<file path="config.mk">
export PLATFORM = sky130hd
export DESIGN_NAME = header_tail_hash_frame_check
export DESIGN_NICKNAME = d
export VERILOG_FILES = /design/src/rtl/hthfc_pkg.sv /design/src/rtl/hthfc_front.sv /design/src/rtl/hthfc_fifo.sv /design/src/rtl/hthfc_back.sv /design/src/rtl/header_tail_hash_frame_check.sv
export SDC_FILE = /design/constraint.sdc
export NUM_CORES = 1
export LEC_CHECK = 0
export ABC_AREA = 1
export BUFFER_PORTS_ARGS = -buffer_cell sky130_fd_sc_hd__clkbuf_2
export CAP_MARGIN = 15
export CORE_AREA = 5 5 86 148
export DETAILED_ROUTE_END_ITERATION = 6
export DIE_AREA = 0 0 91 153
export HOLD_SLACK_MARGIN = 0.03
export PLACE_DENSITY_LB_ADDON = 0.2
export SYNTH_ARGS = -nofsm -noshare
export SYNTH_HDL_FRONTEND = slang
export SYNTH_HIERARCHICAL = 1
export SYNTH_SLANG_ARGS = --single-unit
</file>
<file path="constraint.sdc">
create_clock -name i_clk -period 5.7 [get_ports i_clk]
set_input_delay 0.285 -clock i_clk [delete_from_list [all_inputs] [get_ports i_clk]]
set_output_delay 0.285 -clock i_clk [all_outputs]
set_load 0.02 [all_outputs]
</file>
<file path="src/rtl/hthfc_pkg.sv">
// shared types and constants of the header/tail hash frame checker
// no dependencies; used by the front, queue, back and top modules
package hthfc_pkg;

    localparam logic [7:0] HASH_SEED = 8'h5A;
    localparam logic [7:0] HASH_MUL  = 8'd131;
    localparam int unsigned MIN_CHUNK = 3;
    localparam int unsigned QDEPTH = 4;

    typedef enum logic [2:0] {
        ST_OK        = 3'd0,
        ST_SHORT     = 3'd1,
        ST_NO_HEADER = 3'd2,
        ST_NO_TAIL   = 3'd3,
        ST_MISMATCH  = 3'd4
    } t_status;

    // one queued job for the back end; status ok means compare tail with hash
    typedef struct packed {
        logic       has_pay;
        logic [7:0] pay_byte;
        logic       has_verdict;
        t_status    status;
        logic [7:0] tail;
    } t_cmd;

endpackage

</file>
<file path="src/rtl/hthfc_front.sv">
// front end: accepts bytes, tracks header and held byte, classifies chunk end
// depends on hthfc_pkg for the job struct and status codes
module hthfc_front #(
    parameter int MAX_LEN = 256
) (
    input  logic              i_clk,
    input  logic              i_rst_n,
    input  logic              i_cfg_valid,
    output logic              o_cfg_ready,
    input  logic [7:0]        i_cfg_data,
    input  logic              i_valid,
    output logic              o_ready,
    input  logic [7:0]        i_byte,
    input  logic              i_last,
    input  logic              i_full,
    output logic              o_push,
    output hthfc_pkg::t_cmd   o_cmd
);

    localparam int CW = $clog2(MAX_LEN + 1);

    logic [CW-1:0] r_count, n_count;
    logic          r_hs, n_hs;
    logic          r_hv, n_hv;
    logic [7:0]    r_held, n_held;
    logic [7:0]    r_header;

    logic          accept;
    logic [CW-1:0] total;
    logic          last;
    logic          short_chunk;

    assign o_cfg_ready = 1'b1;
    assign o_ready     = !i_full;
    assign accept      = i_valid && !i_full;
    assign total       = r_count + CW'(1);
    assign last        = i_last || (total >= CW'(MAX_LEN));
    assign short_chunk = total < CW'(hthfc_pkg::MIN_CHUNK);

    always_comb begin
        n_count = r_count;
        n_hs    = r_hs;
        n_hv    = r_hv;
        n_held  = r_held;
        o_push  = 1'b0;
        o_cmd   = '{has_pay: 1'b0, pay_byte: r_held, has_verdict: 1'b0,
                    status: hthfc_pkg::ST_OK, tail: i_byte};
        if (accept) begin
            n_count = total;
            if (!r_hs) begin
                if (i_byte == r_header) begin
                    n_hs = 1'b1;
                    o_cmd.status = short_chunk ? hthfc_pkg::ST_SHORT
                                               : hthfc_pkg::ST_NO_TAIL;
                end else begin
                    o_cmd.status = short_chunk ? hthfc_pkg::ST_SHORT
                                               : hthfc_pkg::ST_NO_HEADER;
                end
                o_cmd.has_verdict = last;
                o_push = last;
            end else if (!last) begin
                o_cmd.has_pay = r_hv;
                o_push = r_hv;
                n_held = i_byte;
                n_hv   = 1'b1;
            end else begin
                // tail byte: flush the held payload and ask for the compare, or flag a short chunk
                o_cmd.has_pay     = r_hv;
                o_cmd.has_verdict = 1'b1;
                o_cmd.status      = short_chunk ? hthfc_pkg::ST_SHORT
                                                : hthfc_pkg::ST_OK;
                o_push = 1'b1;
            end
            if (last) begin
                n_count = '0;
                n_hs    = 1'b0;
                n_hv    = 1'b0;
            end
        end
    end

    always_ff @(posedge i_clk) begin
        if (!i_rst_n) begin
            r_count  <= '0;
            r_hs     <= 1'b0;
            r_hv     <= 1'b0;
            r_header <= 8'd0;
        end else begin
            r_count <= n_count;
            r_hs    <= n_hs;
            r_hv    <= n_hv;
            if (i_cfg_valid) begin
                r_header <= i_cfg_data;
            end
        end
        r_held <= n_held;
    end

endmodule

</file>
<file path="src/rtl/hthfc_fifo.sv">
// short job queue between front and back end
// depends on hthfc_pkg for the job struct and depth
module hthfc_fifo (
    input  logic            i_clk,
    input  logic            i_rst_n,
    input  logic            i_push,
    input  hthfc_pkg::t_cmd i_cmd,
    output logic            o_full,
    input  logic            i_pop,
    output logic            o_valid,
    output hthfc_pkg::t_cmd o_cmd
);

    localparam int AW = $clog2(hthfc_pkg::QDEPTH);

    hthfc_pkg::t_cmd r_mem [hthfc_pkg::QDEPTH];
    logic [AW-1:0]   r_wptr, r_rptr;
    logic [AW:0]     r_fill;

    assign o_full  = r_fill == (AW+1)'(hthfc_pkg::QDEPTH);
    assign o_valid = r_fill != '0;
    assign o_cmd   = r_mem[r_rptr];

    always_ff @(posedge i_clk) begin
        if (!i_rst_n) begin
            r_wptr <= '0;
            r_rptr <= '0;
            r_fill <= '0;
        end else begin
            if (i_push) begin
                r_wptr <= r_wptr + AW'(1);
            end
            if (i_pop) begin
                r_rptr <= r_rptr + AW'(1);
            end
            case ({i_push, i_pop})
                2'b10:   r_fill <= r_fill + (AW+1)'(1);
                2'b01:   r_fill <= r_fill - (AW+1)'(1);
                default: r_fill <= r_fill;
            endcase
        end
        if (i_push) begin
            r_mem[r_wptr] <= i_cmd;
        end
    end

`ifndef SYNTHESIS
    a_no_overflow: assert property (@(posedge i_clk) disable iff (!i_rst_n)
        !(i_push && o_full && !i_pop)) else $error("push into full queue");
    a_no_underflow: assert property (@(posedge i_clk) disable iff (!i_rst_n)
        i_pop |-> o_valid) else $error("pop from empty queue");
`endif

endmodule

</file>
<file path="src/rtl/hthfc_back.sv">
// back end: runs queued jobs, keeps hash and payload count, drives result register
// depends on hthfc_pkg for the job struct, status codes and hash constants
module hthfc_back (
    input  logic            i_clk,
    input  logic            i_rst_n,
    input  logic            i_valid,
    input  hthfc_pkg::t_cmd i_cmd,
    output logic            o_pop,
    output logic            o_valid,
    input  logic            i_ready,
    output logic [23:0]     o_data,  // payload_byte[7:0], frame_status[10:8], payload_length[18:11]
    output logic            o_user   // is_verdict
);

    logic       r_valid;
    logic       r_pay_done;
    logic [7:0] r_hash;
    logic [7:0] r_plen;
    logic       r_verdict;
    logic [7:0] r_pbyte;
    logic [2:0] r_status;
    logic [7:0] r_len;

    logic       load;
    logic       do_pay;
    logic [15:0] prod;
    logic [7:0] next_hash;
    hthfc_pkg::t_status vstat;

    assign load   = i_valid && (!r_valid || i_ready);
    assign do_pay = i_cmd.has_pay && !r_pay_done;
    assign o_pop  = load && (!do_pay || !i_cmd.has_verdict);
    assign prod   = 16'(r_hash) * 16'(hthfc_pkg::HASH_MUL);
    assign next_hash = prod[7:0] ^ i_cmd.pay_byte;

    always_comb begin
        vstat = i_cmd.status;
        if (i_cmd.status == hthfc_pkg::ST_OK && i_cmd.tail != r_hash) begin
            vstat = hthfc_pkg::ST_MISMATCH;
        end
    end

    always_ff @(posedge i_clk) begin
        if (!i_rst_n) begin
            r_valid    <= 1'b0;
            r_pay_done <= 1'b0;
            r_hash     <= hthfc_pkg::HASH_SEED;
            r_plen     <= 8'd0;
        end else if (load) begin
            r_valid <= 1'b1;
            if (do_pay) begin
                r_hash     <= next_hash;
                r_plen     <= (r_plen == 8'hFF) ? r_plen : r_plen + 8'd1;
                r_pay_done <= i_cmd.has_verdict;
            end else begin
                r_hash     <= hthfc_pkg::HASH_SEED;
                r_plen     <= 8'd0;
                r_pay_done <= 1'b0;
            end
        end else if (i_ready) begin
            r_valid <= 1'b0;
        end
        if (load) begin
            r_verdict <= !do_pay;
            r_pbyte   <= do_pay ? i_cmd.pay_byte : 8'd0;
            r_status  <= do_pay ? 3'(hthfc_pkg::ST_OK) : 3'(vstat);
            r_len     <= do_pay ? 8'd0 : r_plen;
        end
    end

    assign o_valid = r_valid;
    assign o_user  = r_verdict;
    assign o_data  = {5'd0, r_len, r_status, r_pbyte};

`ifndef SYNTHESIS
    a_job_held: assert property (@(posedge i_clk) disable iff (!i_rst_n)
        r_pay_done |-> i_valid) else $error("split job lost its queue entry");
    a_payload_clean: assert property (@(posedge i_clk) disable iff (!i_rst_n)
        (r_valid && !r_verdict) |-> (r_status == 3'd0 && r_len == 8'd0))
        else $error("payload item carries verdict fields");
    a_hash_seeded: assert property (@(posedge i_clk) disable iff (!i_rst_n)
        (load && !do_pay) |=> (r_hash == hthfc_pkg::HASH_SEED && r_plen == 8'd0))
        else $error("hash not reseeded after verdict");
`endif

endmodule

</file>
<file path="src/rtl/header_tail_hash_frame_check.sv">
// header/tail hash frame checker: one byte per cycle in while the job queue is not full, no gaps needed
// a payload item is queued when the byte that follows it is taken, then registered in the back end's output;
// a verdict is queued with the chunk's last byte and leaves after the final payload if one goes first
// that final payload and verdict share one queue job and leave as two output items
// synchronous active-low reset clears counters, queue, hash and header register
module header_tail_hash_frame_check #(
    parameter int MAX_LEN = 256
) (
    input  logic        i_clk,
    input  logic        i_rst_n,
    input  logic        i_cfg_valid,
    output logic        o_cfg_ready,
    input  logic [7:0]  i_cfg_data,     // header_byte
    input  logic        s_axis_tvalid,
    output logic        s_axis_tready,
    input  logic [7:0]  s_axis_tdata,   // rx_byte[7:0]
    input  logic        s_axis_tlast,   // chunk_end
    output logic        m_axis_tvalid,
    input  logic        m_axis_tready,
    output logic [23:0] m_axis_tdata,   // payload_byte[7:0], frame_status[10:8], payload_length[18:11]
    output logic        m_axis_tuser    // is_verdict
);

    logic            push, full, pop, q_valid;
    hthfc_pkg::t_cmd push_cmd, head_cmd;

    hthfc_front #(.MAX_LEN(MAX_LEN)) u_front (
        .i_clk      (i_clk),
        .i_rst_n    (i_rst_n),
        .i_cfg_valid(i_cfg_valid),
        .o_cfg_ready(o_cfg_ready),
        .i_cfg_data (i_cfg_data),
        .i_valid    (s_axis_tvalid),
        .o_ready    (s_axis_tready),
        .i_byte     (s_axis_tdata),
        .i_last     (s_axis_tlast),
        .i_full     (full),
        .o_push     (push),
        .o_cmd      (push_cmd)
    );

    hthfc_fifo u_fifo (
        .i_clk  (i_clk),
        .i_rst_n(i_rst_n),
        .i_push (push),
        .i_cmd  (push_cmd),
        .o_full (full),
        .i_pop  (pop),
        .o_valid(q_valid),
        .o_cmd  (head_cmd)
    );

    hthfc_back u_back (
        .i_clk  (i_clk),
        .i_rst_n(i_rst_n),
        .i_valid(q_valid),
        .i_cmd  (head_cmd),
        .o_pop  (pop),
        .o_valid(m_axis_tvalid),
        .i_ready(m_axis_tready),
        .o_data (m_axis_tdata),
        .o_user (m_axis_tuser)
    );

endmodule

</file>
=== After elaboration in Yosys (flattened, before gate mapping) ===
Memory sizes are Yosys's and may differ from the RTL's. A register that Yosys moved wholly into a read port is not among the register bits.
Index checks and enable logic that the tools add are counted.

* Reductions and logical operators: 22
* Multipliers: 1
* Muxes and demuxes: 30
* Shift-type cells: 0
* Add/subtract/negate cells: 6
* Order comparisons: 2
* Bitwise logic cells: 2
* Equality and inequality tests: 7
* Divide/modulo/power cells: 0

{| class="wikitable"
|+ Operators with widths
! kind !! number
|-
| $mux W8 || 3
|-
| $mux W1 || 16
|-
| $mux W4 || 3
|-
| $add A9 B1 Y9 const B || 1
|-
| $ge A9 B9 Y1 const B || 1
|-
| $lt A9 B2 Y1 const B || 1
|-
| $mux W9 || 1
|-
| $add A8 B1 Y8 const B || 1
|-
| $eq A8 B8 Y1 || 1
|-
| $eq A8 B8 Y1 const B || 1
|-
| $mul A8 B8 Y8 const B || 1
|-
| $mux W2 || 4
|-
| $ne A8 B8 Y1 || 1
|-
| $xor A8 B8 Y8 || 1
|-
| $mux W3 || 2
|-
| $pmux W3 S2 || 1
|-
| $reduce_bool A2 Y1 || 3
|-
| $logic_and A1 B1 Y1 || 5
|-
| $logic_not A1 Y1 || 5
|-
| $add A2 B1 Y2 const B || 2
|-
| $reduce_and A2 Y1 || 2
|-
| $add A3 B1 Y3 const B || 1
|-
| $eq A3 B3 Y1 const B || 1
|-
| $logic_not A3 Y1 || 1
|-
| other kinds (9) || 11
|}

* Bits in read-only memories: 0
* Output and inout port bits: 28
* Bits in latches: 0
* Memory bits (writable): 84
* Register bits after elaboration: 72
* Input bits: 22
* Memories: 1

{| class="wikitable"
|+ Memories
! name !! words !! bits a word !! rd ports !! clocked after memory_dff !! wr ports !! RTL line !! RTL
|-
| u_fifo.r_mem || 4 || 21 || 1 || 1 || 1 || hthfc_fifo.sv:16 || <nowiki>hthfc_pkg::t_cmd r_mem [hthfc_pkg::QDEPTH];</nowiki>
|}

=== Longest topological paths before layout ===
* Word-level depth: 8
* Gate-level depth with buffers: 19
* Gate-level depth less buffers: 19

=== Hierarchy ===
The synthesis kept the hierarchy.

{| class="wikitable"
|+ Modules (own cells, without submodules)
! module !! area each (um2) !! times used !! cells an instance
|-
| hthfc_fifo || 3608.5 || 1 || 261
|-
| hthfc_back || 2142.1 || 1 || 253
|-
| hthfc_front || 1455.1 || 1 || 184
|}

=== Worst setup path after synthesis ===
OpenSTA, ideal clock, no wires.

* Path kind: register to register
* From: register u_front.r_count[0]
* To: register u_fifo.r_fill[2]
* Required time: 5590 ps
* Library setup time: 110 ps
* Buffers on the path: 0
* Arrival time: 2227 ps
* Path slack: 3363 ps
* Stages on the path, launching flop included: 20
* Cells stage by stage: dfxtp_1 -> ha_1 -> nand3_2 -> inv_2 -> nand2_1 -> nand2_1 -> nand2_2 -> nand2_4 -> nand2_8 -> o21ai_0 -> inv_1 -> ha_1 -> inv_1 -> fa_1 -> inv_1 -> nand2_1 -> nand3_1 -> nand2_1 -> inv_1 -> nor2_1

* Cells in the longest elaborated chain, start to end: 8
* Elaborated cells between the ends (all ways): 10
* Those cells by class: add/sub: 1; order compare: 1; eq/ne: 2; mux: 4; reduce/logical: 2

{| class="wikitable"
|+ RTL lines
! element !! RTL line !! RTL
|-
| from (decl) || hthfc_front.sv:22 || <nowiki>logic [CW-1:0] r_count, n_count;</nowiki>
|-
| from (signal assigned) || hthfc_front.sv:89 || <nowiki>r_count <= n_count;</nowiki>
|-
| $add A9 B1 Y9 (*) || hthfc_front.sv:36 || <nowiki>assign total = r_count + CW'(1);</nowiki>
|-
| $ge A9 B9 Y1 (*) || hthfc_front.sv:37 || <nowiki>assign last = i_last || (total >= CW'(MAX_LEN));</nowiki>
|-
| $logic_or A1 B1 Y1 (*) || hthfc_front.sv:37 ||
|-
| $mux W1 || hthfc_front.sv:61 || <nowiki>end else if (!last) begin</nowiki>
|-
| $mux W1 (*) || hthfc_front.sv:50 || <nowiki>if (!r_hs) begin</nowiki>
|-
| $mux W1 (*) || hthfc_front.sv:48 || <nowiki>if (accept) begin</nowiki>
|-
| net push || header_tail_hash_frame_check.sv:24 || <nowiki>logic push, full, pop, q_valid;</nowiki>
|-
| $eq A2 B1 Y1 / $eq A2 B2 Y1 (equally long branches) || hthfc_fifo.sv:36 || <nowiki>case ({i_push, i_pop})</nowiki>
|-
| $pmux W3 S2 / $reduce_bool A2 Y1 (equally long branches) || - ||
|-
| to (signal assigned) || hthfc_fifo.sv:37 || <nowiki>2'b10: r_fill <= r_fill + (AW+1)'(1);</nowiki>
|-
| to (signal assigned) || hthfc_fifo.sv:38 || <nowiki>2'b01: r_fill <= r_fill - (AW+1)'(1);</nowiki>
|-
| to (signal assigned) || hthfc_fifo.sv:39 || <nowiki>default: r_fill <= r_fill;</nowiki>
|-
| to (decl) || hthfc_fifo.sv:18 || <nowiki>logic [AW:0] r_fill;</nowiki>
|}

Mark *: on every way through the listed nets, which the timed path passes. The rest lies on a longest branch.
A chain may end at the register's enable or synchronous reset.

==> results.cfg <==
[placed_design]
placed_area_mm2 = 0.00735
gp_congestion = 0.857
io_buffers = 43
dp_hpwl_um = 9580

[logic_synthesis]
synth_cell_types = 38
syn-cell-area_mm2 = 0.00721
ys_seq_area_share_pct = 59.5
yosys_warnings = 6
ys_ff_latch = 158
avgSynthCellArea_um2 = 10.3
synth-edff-count = 112
synthCells = 698
async_flop_share_pct = 0
synth_ff_type = edfxtp_1

[worst_setup_path]
rr_worst_depth = 15
crit_fanout = 22
start_kind = flop
worstSetupPathType = flop to flop
path_buf_inv = 5
end_kind = flop
reg2reg_to = u_fifo/r_fill[2]
cpMaxStageDelayCell = dfxtp_1
cp_cell_sequence = inv_2 -> o21ai_0 -> o22ai_2 -> inv_1 -> nor2_4 -> a21oi_1 -> ha_1 -> inv_1 -> fa_1 -> inv_1 -> nand2_1 -> nand3_1 -> nand2_1 -> inv_1 -> nor2_1
cp_num_cells = 15
cp_top_family = flip-flops
max_stage_delay_ns = 0.76
worst_ep_required_time_ns = 6.01
crit_top_cell = inv_1
cp_data_arrival_time_ns = 3.49
reg2reg_slack_ns = 2.52

[timing]
skew_ns = 0.0128
rsz0062_at_grt = false
setup_tns_ns = 0
fin_crit_sh_pct = 55.8
hold_violations = 0
min_period_ns = 3.18
slew_violations = 0
finalSetupViolations = 0
max_slew.worst_pin.slew_ns = 0.952
relSlewSlack_pct = 36.5
max_freq_mhz = 314

[drt]
vias = 4810
drcViolationCount = 0
drt-total-wl_um = 13700
drt-initial-drc-count = 325
wl_per_cell_um = 15.6
avgViaCountPerCell = 5.47
antenna_left = 0
drt_pre_antenna_iters = 5

[floorplan]
start_util_pct = 63.3
io_pins = 50
dieWidth_um = 91
fp-row-count = 52
dieHeight_um = 153
dieArea_mm2 = 0.0139
coreArea_mm2 = 0.0114

[power_and_ir_drop]
p_int_mw = 2.50
combinationalPowerShare_pct = 33.8
powerDensity_mw_per_mm2 = 496
power_frac_seq_pct = 38.9
p_sw_share_pct = 36.3
fin_total_pwr_mw = 3.93
p_clk_share_pct = 27.2
p_leak_nw = 3.15
p_switching_mw = 1.43
ir_drop_v = 0.000359

[clocking]
cts_setup_buffers = 0
clock_path_buffers = 2
clk_pin_slew_ns = 0.06
clkLatencyLatePin_ns = 0.42
cts_buffers = 17
htreeDepth = 4
cts.sinks = 158
cts_root_buf = clkbuf_16
cts_tree = built
cts_resized = 0
cts_hold_repair.buffers = 0

[cells_and_area]
nets = 777
multi_input_area_mm2 = 0.00238
seq_area_mm2 = 0.00428
drive_above_1_share_pct = 16.4
fin_area_mm2 = 0.00792
area_delta_synth_final_pct = 9.88
antenna_cells = 0
nFillCells = 844

[min_path]
whs_path_depth = 3
hold_path_class = input port to flop
min_from = i_cfg_data[6]
holdPathEnd = u_front/r_header[6]

[flow_run]
cap_viol_max_count = 0

[grt]
grt_max_degree = 44
grt_overflow = 0
grt_pass1_wl_um = 23000
grt_usage_pct = 20.7
grt_pass1_vias = 4974
antenna_found_initial = 0

[outcome]
status = completed
==> logic make-up (layout without fill, tap and decap cells) <==
group / count (synthesis) / count (layout) / synth area share (%)
xor+xnor: 19 / 19 / 2.31
compound gates: 125 / 125 / 9.69
simple gates: 258 / 258 / 16.3
fa+ha+maj: 24 / 24 / 4.38
flops: 158 / 158 / 59.5
buf+inv: 111 / 153 / 7.76
other cells: 3 / 7 / 0.156
==> routing by layer <==
metal	up-vias	share of wire (%)	wire length, um	GRT usage, %
li1	2394	-	-	-
met1	2272	37	5060	21.7
met2	107	57	7860	38.6
met3	37	3.2	444	4.18
met4	0	2.7	369	9.51
met5	-	0	0	0
==> synthesized netlist by cell type (6+ instances only) <==
master	number	area, um^2
nand3_1	20	100
xnor2_1	17	149
nor2_2	10	62.6
buf_2	8	40.0
inv_1	70	263
nor2_1	102	383
edfxtp_1	112	3360
o21ai_1	20	100
a21oi_1	19	95.1
dfxtp_1	46	921
nand2_2	6	37.5
nand2_1	96	360
o21ai_0	53	265
buf_4	18	135
buf_6	7	78.8
ha_1	22	275
o22ai_1	20	125
==> how the worst max path moves through the flow <==
stage                             endpoint  slack (ns)
after floorplan           u_fifo/r_fill[2]        3.36
after global placement    u_fifo/r_fill[2]        2.79
after detailed placement  u_fifo/r_fill[2]        2.61
after CTS                 u_fifo/r_fill[2]        2.52
after global routing      u_fifo/r_fill[2]        2.28
final                     u_fifo/r_fill[2]        2.52
==> state kept, by name, summed over array words and instances (netlist names), named ones only <==
name	cells
u_fifo/r_mem	84
u_front/r_count	9
u_back/r_hash	8
u_back/r_len	8
u_back/r_pbyte	8
u_back/r_plen	8
u_front/r_header	8
u_front/r_held	8
u_back/r_status	3
u_fifo/r_fill	3
u_fifo/r_rptr	2
u_fifo/r_wptr	2
u_back/o_user	1
u_back/o_valid	1
u_back/r_pay_done	1
u_front/r_hs	1
u_front/r_hv	1
==> per-stage QoR <==
stage / hold slack [ns] / cells / setup slack, ns / utilization (%)
finish: 0.0920 / 879 / 2.52 / 69.5
global route: 0.106 / 879 / 2.28 / 69.5
CTS: 0.0847 / 879 / 2.52 / 69.5
detailed placement: 0.466 / 847 / 2.61 / 64.6
global placement: 0.459 / 847 / 2.79 / 64.6
floorplan: 0.384 / 702 / 3.36 / -
==> layout by cell type, fill, tap and decap left out, types with 2 or more instances in the layout <==
| cell type | n |
|---|---|
| a21oi_1 | 19 |
| a21oi_2 | 5 |
| clkbuf_16 | 17 |
| clkbuf_2 | 43 |
| clkinv_2 | 2 |
| clkinv_4 | 2 |
| clkinvlp_4 | 2 |
| conb_1 | 7 |
| dfxtp_1 | 46 |
| edfxtp_1 | 112 |
| fa_1 | 2 |
| ha_1 | 22 |
| inv_1 | 70 |
| inv_2 | 5 |
| inv_4 | 2 |
| inv_6 | 4 |
| inv_8 | 3 |
| nand2_1 | 96 |
| nand2_2 | 6 |
| nand2_4 | 4 |
| nand2_8 | 2 |
| nand3_1 | 20 |
| nand3_2 | 3 |
| nand4_1 | 3 |
| nor2_1 | 102 |
| nor2_2 | 10 |
| nor2_4 | 2 |
| nor3_1 | 4 |
| o211ai_1 | 4 |
| o21ai_0 | 53 |
| o21ai_1 | 20 |
| o22ai_1 | 20 |
| o22ai_2 | 2 |
| or2_2 | 4 |
| xnor2_1 | 17 |
| xor2_1 | 2 |
==> power groups by stage <==
| stage | registers, mW | logic [mW] | clock network, mW |
|---|---|---|---|
| 6_report | 1.53 | 1.33 | 1.07 |
| 5_1_grt | 1.55 | 1.50 | 1.14 |
| 4_1_cts | 1.53 | 1.34 | 1.09 |
| 3_5_place_dp | 1.55 | 1.33 | 0 |
| 3_3_place_gp | 1.55 | 1.28 | 0 |
| 2_1_floorplan | 1.63 | 0.975 | 0 |
==> worst reg2reg max path, cell delays in order, from the launching register on <==
cell	delay, ns
dfxtp_1	0.76
inv_2	0.34
o21ai_0	0.20
o22ai_2	0.08
inv_1	0.10
nor2_4	0.09
a21oi_1	0.33
ha_1	0.25
inv_1	0.08
fa_1	0.38
inv_1	0.10
nand2_1	0.10
nand3_1	0.11
nand2_1	0.06
inv_1	0.05
nor2_1	0.04
==> area by class of cell <==
cell class                      instances  share of cell area, %
Tap cell                              135                   2.13
Multi-Input combinational cell        433                   30.0
Inverter                               77                   3.81
Timing Repair Buffer                   44                   2.81
Clock inverter                         14                   1.69
Sequential cell                       158                   54.1
Clock buffer                           18                   5.42
Power figures use the tool's default switching activity.
